[src/rtl/bphc_pkg.sv]
// ----------------------------------------------------------------------------
// bphc_pkg
// Shared widths, reset values and register indexes for the button press and
// hold classifier.
// ----------------------------------------------------------------------------
package bphc_pkg;

    localparam int BUTTON_COUNT_DEF = 2;
    localparam int TICK_W           = 32;
    localparam int CFG_W            = 16;
    localparam int CFG_IDX_W        = 1;

    localparam logic [CFG_W-1:0] HOLD_RESET     = CFG_W'(1000);
    localparam logic [CFG_W-1:0] COOLDOWN_RESET = CFG_W'(200);

    localparam logic [CFG_IDX_W-1:0] REG_HOLD_TICKS     = 1'b0;
    localparam logic [CFG_IDX_W-1:0] REG_COOLDOWN_TICKS = 1'b1;

endpackage

[src/rtl/button_press_hold_classifier_top.sv]
// ----------------------------------------------------------------------------
// button_press_hold_classifier_top
// Classifies button activity into short presses and long presses.
// ----------------------------------------------------------------------------
// Each input transfer is one check carrying a changed flag, the current tick
// and the button levels. A check is taken into an input register, classified
// against the per-button state once the drain can take its results, and its
// results are then handed out one per output transfer, lowest button first,
// with last_in_run set on the final result of the check. Checks that cause no
// result can follow each other in every cycle; a check that causes results
// holds the classifier until the output register has taken its last result,
// which it takes one per cycle while the output side does not stall. The first
// result passes the input register, the drain and the output register in order.
// The user must write the hold_ticks and cooldown_ticks registers through the
// plain write port only while the block is idle; the block does not enforce it.
// ----------------------------------------------------------------------------
module button_press_hold_classifier_top #(
    parameter int BUTTON_COUNT = bphc_pkg::BUTTON_COUNT_DEF,
    parameter int IDX_W        = (BUTTON_COUNT > 1) ? $clog2(BUTTON_COUNT) : 1
) (
    input  logic                           i_clk,
    input  logic                           i_rst_n,
    // configuration write port
    input  logic                           i_cfg_we,
    input  logic [bphc_pkg::CFG_IDX_W-1:0] i_cfg_index,
    input  logic [bphc_pkg::CFG_W-1:0]     i_cfg_wdata,
    // input channel
    input  logic                           i_in_valid,
    output logic                           o_in_stall,
    input  logic                           i_in_changed,
    input  logic [bphc_pkg::TICK_W-1:0]    i_in_now_tick,
    input  logic [BUTTON_COUNT-1:0]        i_in_button_levels,
    // output channel
    output logic                           o_out_valid,
    input  logic                           i_out_stall,
    output logic [IDX_W-1:0]               o_out_button_index,
    output logic                           o_out_is_hold,
    output logic                           o_out_last_in_run
);
    import bphc_pkg::*;

    logic [CFG_W-1:0]        r_hold_ticks;
    logic [CFG_W-1:0]        r_cooldown_ticks;

    logic                    r_in_valid;
    logic                    r_in_changed;
    logic [TICK_W-1:0]       r_in_now_tick;
    logic [BUTTON_COUNT-1:0] r_in_levels;

    logic                    drain_free;
    logic                    eval;
    logic                    in_take;
    logic [BUTTON_COUNT-1:0] emit_mask;
    logic [BUTTON_COUNT-1:0] hold_mask;

    // Configuration registers; an index outside the list is ignored.
    always_ff @(posedge i_clk) begin
        if (!i_rst_n) begin
            r_hold_ticks     <= HOLD_RESET;
            r_cooldown_ticks <= COOLDOWN_RESET;
        end else if (i_cfg_we) begin
            unique case (i_cfg_index)
                REG_HOLD_TICKS:     r_hold_ticks     <= i_cfg_wdata;
                REG_COOLDOWN_TICKS: r_cooldown_ticks <= i_cfg_wdata;
                default: ;
            endcase
        end
    end

    // The held check is classified once the drain can take its results,
    // which frees the input register in the same cycle for the next check.
    assign eval       = r_in_valid && drain_free;
    assign o_in_stall = r_in_valid && !drain_free;
    assign in_take    = i_in_valid && !o_in_stall;

    always_ff @(posedge i_clk) begin
        if (!i_rst_n) begin
            r_in_valid <= 1'b0;
        end else if (in_take) begin
            r_in_valid <= 1'b1;
        end else if (eval) begin
            r_in_valid <= 1'b0;
        end
    end

    always_ff @(posedge i_clk) begin
        if (in_take) begin
            r_in_changed  <= i_in_changed;
            r_in_now_tick <= i_in_now_tick;
            r_in_levels   <= i_in_button_levels;
        end
    end

    bphc_core #(
        .BUTTON_COUNT (BUTTON_COUNT)
    ) u_core (
        .i_clk            (i_clk),
        .i_rst_n          (i_rst_n),
        .i_eval           (eval),
        .i_changed        (r_in_changed),
        .i_now_tick       (r_in_now_tick),
        .i_button_levels  (r_in_levels),
        .i_hold_ticks     (r_hold_ticks),
        .i_cooldown_ticks (r_cooldown_ticks),
        .o_emit_mask      (emit_mask),
        .o_hold_mask      (hold_mask)
    );

    // Results of one check wait here and leave one per output transfer.
    bphc_drain #(
        .BUTTON_COUNT (BUTTON_COUNT),
        .IDX_W        (IDX_W)
    ) u_drain (
        .i_clk              (i_clk),
        .i_rst_n            (i_rst_n),
        .i_load             (eval),
        .i_emit_mask        (emit_mask),
        .i_hold_mask        (hold_mask),
        .o_free             (drain_free),
        .o_out_valid        (o_out_valid),
        .i_out_stall        (i_out_stall),
        .o_out_button_index (o_out_button_index),
        .o_out_is_hold      (o_out_is_hold),
        .o_out_last_in_run  (o_out_last_in_run)
    );

endmodule

[src/rtl/bphc_core.sv]
// ----------------------------------------------------------------------------
// bphc_core
// Per-button state and classification of one registered check.
// ----------------------------------------------------------------------------
module bphc_core #(
    parameter int BUTTON_COUNT = bphc_pkg::BUTTON_COUNT_DEF
) (
    input  logic                        i_clk,
    input  logic                        i_rst_n,
    input  logic                        i_eval,
    input  logic                        i_changed,
    input  logic [bphc_pkg::TICK_W-1:0] i_now_tick,
    input  logic [BUTTON_COUNT-1:0]     i_button_levels,
    input  logic [bphc_pkg::CFG_W-1:0]  i_hold_ticks,
    input  logic [bphc_pkg::CFG_W-1:0]  i_cooldown_ticks,
    output logic [BUTTON_COUNT-1:0]     o_emit_mask,
    output logic [BUTTON_COUNT-1:0]     o_hold_mask
);
    import bphc_pkg::*;

    logic [BUTTON_COUNT-1:0] r_prev_level, n_prev_level;
    logic [BUTTON_COUNT-1:0] r_armed, n_armed;
    logic [TICK_W-1:0]       r_press_time  [BUTTON_COUNT];
    logic [TICK_W-1:0]       n_press_time  [BUTTON_COUNT];
    logic [TICK_W-1:0]       r_action_time [BUTTON_COUNT];
    logic [TICK_W-1:0]       n_action_time [BUTTON_COUNT];

    always_comb begin
        logic [TICK_W-1:0] since_press;
        logic [TICK_W-1:0] since_action;
        n_prev_level = r_prev_level;
        n_armed      = r_armed;
        o_emit_mask  = '0;
        o_hold_mask  = '0;
        for (int i = 0; i < BUTTON_COUNT; i++) begin
            n_press_time[i]  = r_press_time[i];
            n_action_time[i] = r_action_time[i];
            since_press  = i_now_tick - r_press_time[i];
            since_action = i_now_tick - r_action_time[i];
            if (i_changed) begin
                if (i_button_levels[i]) begin
                    if (!r_prev_level[i]) begin
                        n_press_time[i] = i_now_tick;
                        n_armed[i]      = 1'b1;
                    end
                end else if (r_prev_level[i] && r_armed[i] &&
                             since_action >= TICK_W'(i_cooldown_ticks)) begin
                    o_emit_mask[i]   = 1'b1;
                    n_armed[i]       = 1'b0;
                    n_action_time[i] = i_now_tick;
                end
                n_prev_level[i] = i_button_levels[i];
            end else if (r_prev_level[i] && r_armed[i] &&
                         since_press >= TICK_W'(i_hold_ticks)) begin
                o_emit_mask[i]   = 1'b1;
                o_hold_mask[i]   = 1'b1;
                n_armed[i]       = 1'b0;
                n_action_time[i] = i_now_tick;
            end
        end
    end

    always_ff @(posedge i_clk) begin
        if (!i_rst_n) begin
            r_prev_level <= '0;
            r_armed      <= '0;
            for (int i = 0; i < BUTTON_COUNT; i++) begin
                r_press_time[i]  <= '0;
                r_action_time[i] <= '0;
            end
        end else if (i_eval) begin
            r_prev_level <= n_prev_level;
            r_armed      <= n_armed;
            for (int i = 0; i < BUTTON_COUNT; i++) begin
                r_press_time[i]  <= n_press_time[i];
                r_action_time[i] <= n_action_time[i];
            end
        end
    end

endmodule

[src/rtl/bphc_drain.sv]
// ----------------------------------------------------------------------------
// bphc_drain
// Holds the results of one check and hands them out one per transfer, lowest
// button first, through the output register.
// ----------------------------------------------------------------------------
module bphc_drain #(
    parameter int BUTTON_COUNT = bphc_pkg::BUTTON_COUNT_DEF,
    parameter int IDX_W        = 1
) (
    input  logic                    i_clk,
    input  logic                    i_rst_n,
    input  logic                    i_load,
    input  logic [BUTTON_COUNT-1:0] i_emit_mask,
    input  logic [BUTTON_COUNT-1:0] i_hold_mask,
    output logic                    o_free,
    output logic                    o_out_valid,
    input  logic                    i_out_stall,
    output logic [IDX_W-1:0]        o_out_button_index,
    output logic                    o_out_is_hold,
    output logic                    o_out_last_in_run
);
    logic [BUTTON_COUNT-1:0] r_pend;
    logic [BUTTON_COUNT-1:0] r_hold;
    logic [BUTTON_COUNT-1:0] low_bit;
    logic [BUTTON_COUNT-1:0] rem;
    logic [IDX_W-1:0]        low_idx;
    logic                    pop;
    logic                    r_out_valid;
    logic [IDX_W-1:0]        r_out_idx;
    logic                    r_out_hold;
    logic                    r_out_last;

    always_comb begin
        low_bit = r_pend & (~r_pend + BUTTON_COUNT'(1));
        rem     = r_pend & ~low_bit;
        low_idx = '0;
        for (int i = 0; i < BUTTON_COUNT; i++) begin
            if (low_bit[i]) begin
                low_idx = low_idx | IDX_W'(i);
            end
        end
    end

    assign pop    = (|r_pend) && (!r_out_valid || !i_out_stall);
    assign o_free = (r_pend == '0) || (pop && (rem == '0));

    always_ff @(posedge i_clk) begin
        if (!i_rst_n) begin
            r_pend      <= '0;
            r_out_valid <= 1'b0;
        end else begin
            if (i_load) begin
                r_pend <= i_emit_mask;
            end else if (pop) begin
                r_pend <= rem;
            end
            if (pop) begin
                r_out_valid <= 1'b1;
            end else if (!i_out_stall) begin
                r_out_valid <= 1'b0;
            end
        end
    end

    always_ff @(posedge i_clk) begin
        if (i_load) begin
            r_hold <= i_hold_mask;
        end
        if (pop) begin
            r_out_idx  <= low_idx;
            r_out_hold <= |(low_bit & r_hold);
            r_out_last <= (rem == '0);
        end
    end

    assign o_out_valid        = r_out_valid;
    assign o_out_button_index = r_out_idx;
    assign o_out_is_hold      = r_out_hold;
    assign o_out_last_in_run  = r_out_last;

endmodule

[config.mk]
export PLATFORM = sky130hd
export DESIGN_NAME = button_press_hold_classifier_top
export DESIGN_NICKNAME = d
export VERILOG_FILES = /design/src/rtl/bphc_pkg.sv /design/src/rtl/button_press_hold_classifier_top.sv /design/src/rtl/bphc_core.sv /design/src/rtl/bphc_drain.sv
export SDC_FILE = /design/constraint.sdc
export NUM_CORES = 1
export LEC_CHECK = 0
export BUFFER_PORTS_ARGS = -buffer_cell sky130_fd_sc_hd__buf_2
export CORE_MARGIN = 5
export CORE_UTILIZATION = 55
export CTS_CLUSTER_DIAMETER = 100
export DETAILED_ROUTE_END_ITERATION = 16
export GPL_ROUTABILITY_DRIVEN = 0
export GPL_TIMING_DRIVEN = 0
export PLACE_DENSITY = 0.72
export SYNTH_ARGS = -nofsm -noshare
export SYNTH_HDL_FRONTEND = slang
export SYNTH_SLANG_ARGS = --single-unit
[constraint.sdc]
create_clock -name i_clk -period 16.6 [get_ports i_clk]
set_input_delay 2.49 -clock i_clk [delete_from_list [all_inputs] [get_ports i_clk]]
set_output_delay 2.49 -clock i_clk [all_outputs]
set_load 0.01 [all_outputs]
==> reports/metrics.csv <==
metric,value,unit
cts_tree,yes,
wirelength,47.42,mm
ant_nets,0,
synth_ff_type,edfxtp_1,
cts_buffers,24,
slew_violations,0,
setup_tns,0,ns
worstSkewPairLatency,0.53,ns
start_kind,flip-flop,
finalSetupViolCount,0,
initialDrtViolationCount,1078,
route.detailed.drc,0,
clock_sinks,208,
yosys.area.top_type,edfxtp_1,
critical_path.endpoint_type,flip-flop,
grt_max_degree,33,
grt_pass1_wl,72.83,mm
vias,14640,
p_leak,7.479,nW
fin_crit,6.511,ns
netlist_top_cells_area,"edfxtp_1 (31%), ha_1 (14%), a21oi_1 (5.8%)",
vias_per_cell,6.239,
slew_headroom,35.77,%
dpl_cell_area,0.01732,mm^2
cts_hold_buf,0,
instances_no_fill,2347,
synth_edf_count,168,
chipWidth,182.9,um
num_io_pins,62,
cts_resized,0,
crit_fanout,32,
clkTransAtPathRegs,0.07,ns
async_flop_share,0,%
synth.net_count,2097,
fin_area,0.01814,mm^2
crit_type,flip-flop to flip-flop,
die_h,182.9,um
hold_viol,0,
cts_setup_buffers,0,
syn-mean-instance-area,8.899,um^2
whs,0.4627,ns
outcome,completed,
area_delta_synth_final,10.32,%
row_count,63,
ys_ff_latch,208,
clockBufferDepth,3,
h-tree-depth,1,
fmax,153.6,MHz
power.density,95.14,mW/mm^2
port_buffers,61,
rsz0062_at_grt,false,
worst_pin_slew,0.9634,ns
cp.required,16.60,ns
synth_cells,1848,
worstPathArrival,6.51,ns
first_global_vias,13740,
netlist.area_leader.share,30.68,%
cap_violations,0,
yosysWarnings,0,
grt_use_total,27.23,%
layout_setup_ws,10.09,ns
dieArea,0.03346,mm^2
start_util,55.64,%
place_inst,2301,
dp_hpwl,38.06,mm
dp_slack,10.17,ns
root_buffer,clkbuf_16,
hold_class,flip-flop to flip-flop,
dr.pass1.iters,6,
core,0.02956,mm^2
drive_above_1_share,8.593,%
grt-ovfl-total,0,
finClkSkew,0.01333,ns
nNetsFinal,2186,
timing.final.crit_share,39.22,%
synth_seq_area_share,35.54,%
yosysUniqueCellTypes,92,
grt_antenna_before_repair,2,
syn_area,0.01645,mm^2
peakVddDrop,0.08876,mV
wl_per_cell,20.20,um
synth_stat cells, drive strengths merged (5+ instances only):
library cell / number
a21oi: 192
nand2: 192
inv: 189
ha: 188
edfxtp: 168
nor2: 94
o21ai: 94
xnor2: 59
nand4: 49
a21o: 44
and3: 44
clkbuf: 44
dfxtp: 40
o211ai: 36
xor2: 33
nor3: 32
nand3: 29
buf: 26
o21a: 23
nand2b: 22
nor2b: 20
a31oi: 18
nor4: 16
a2111oi: 13
or3: 12
o2111ai: 11
a211oi: 10
o21bai: 9
and2: 8
mux2i: 8
a31o: 7
o31ai: 7
a311oi: 6
nand3b: 6
o211a: 6
a211o: 5
a21boi: 5
a221oi: 5
and4: 5
flip-flops by register name, indices dropped and copies added (netlist names), 2 cells and up:
name / count
r_hold_ticks: 16
u_core.r_armed: 2
r_in_levels: 2
u_drain.r_hold: 2
r_in_now_tick: 32
u_core.r_action_time: 64
u_core.r_press_time: 64
u_core.r_prev_level: 2
r_cooldown_ticks: 16
u_drain.r_pend: 2
per-layer routing:
layer  global-route usage (%)  share of wire [%]  vias to the layer above  routed length [um]
met1                    38.37                 43                     6826               20420
met3                    4.125                9.3                      119                4414
li1                         -                  -                     7011                   -
met2                    43.30                 44                      685               20830
met4                    9.058                3.7                        2                1733
met5                        0              0.027                        -                  13
area by class of cell:
class	count	area (um^2)
Fill cell	2541	11420
Multi-Input combinational cell	1381	9614
Sequential cell	208	5846
Inverter	189	709.4
Clock buffer	30	706.9
Tap cell	390	488.0
Timing Repair Buffer	63	352.8
Buffer	70	305.3
Clock inverter	14	116.4
Antenna cell	2	5.005
layout by cell type, fill, tap and decap left out, types with 32 or more instances in the layout:
cell	netlist	final
buf_2	22	83
nand2_1	192	192
o21ai_0	89	88
o211ai_1	36	36
clkbuf_1	44	45
a21o_1	44	44
a21oi_1	189	189
xnor2_1	59	59
ha_1	188	188
dfxtp_1	40	40
inv_1	189	189
and3_1	44	44
nor3_1	32	32
edfxtp_1	168	168
nor2_1	94	94
nand4_1	49	49
xor2_1	33	33
final timing paths:
kind | end | start | slack (ns) | cells past startpoint
worst max register to register | u_core.r_action_time[0][59] | r_in_now_tick[1] | 10.09 | 21
worst min register to register | r_cooldown_ticks[8] | r_cooldown_ticks[8] | 0.46 | 2
worst max-delay path | u_core.r_action_time[0][59] | r_in_now_tick[1] | 10.09 | 21
worst min-delay path | r_cooldown_ticks[8] | r_cooldown_ticks[8] | 0.46 | 2
kinds of logic (layout without fill, tap and decap cells):
| kind of cell | count (synthesis) | after routing | synth area share [%] |
|---|---|---|---|
| AO/OA/AOI/OAI | 539 | 539 | 21.52 |
| multiplexers | 9 | 9 | 0.5554 |
| flip-flops | 208 | 208 | 35.54 |
| other | 0 | 2 | 0 |
| adder cells (fa/ha/maj) | 192 | 192 | 14.79 |
| AND/OR/NAND/NOR | 549 | 549 | 16.52 |
| buffers and inverters | 259 | 366 | 6.170 |
| XOR/XNOR | 92 | 92 | 4.900 |
stage by stage:
stage	util (%)	total power [mW]
global route	61.36	1.818
finish	61.38	1.726
floorplan	-	1.035
global placement	58.32	1.166
CTS	61.36	1.717
detailed placement	58.58	1.181
critical path: stages, from the launching register on:
cell	delay, ns
edfxtp_1	0.59
inv_1	0.43
fa_1	0.35
nor2b_4	0.06
o2111ai_1	0.38
nand2_1	0.16
a21o_1	0.20
a21o_1	0.19
a21o_1	0.18
a21oi_1	0.16
xnor2_1	0.15
ha_1	0.28
and3_1	0.15
nand3_1	0.10
a21oi_1	0.05
a31oi_1	0.16
a31oi_1	0.20
nor4_1	0.40
nand4b_1	0.17
a2111oi_2	0.67
or4b_4	0.28
nand3_2	0.66
power by group:
part / switching, mW / leakage (nW) / total (mW) / internal, mW
logic: 0.347 / 4.99 / 0.569 / 0.222
registers: 0.0263 / 2.08 / 0.619 / 0.592
clock network: 0.230 / 0.405 / 0.538 / 0.308
No activity file was read; power rests on OpenSTA's default activity.
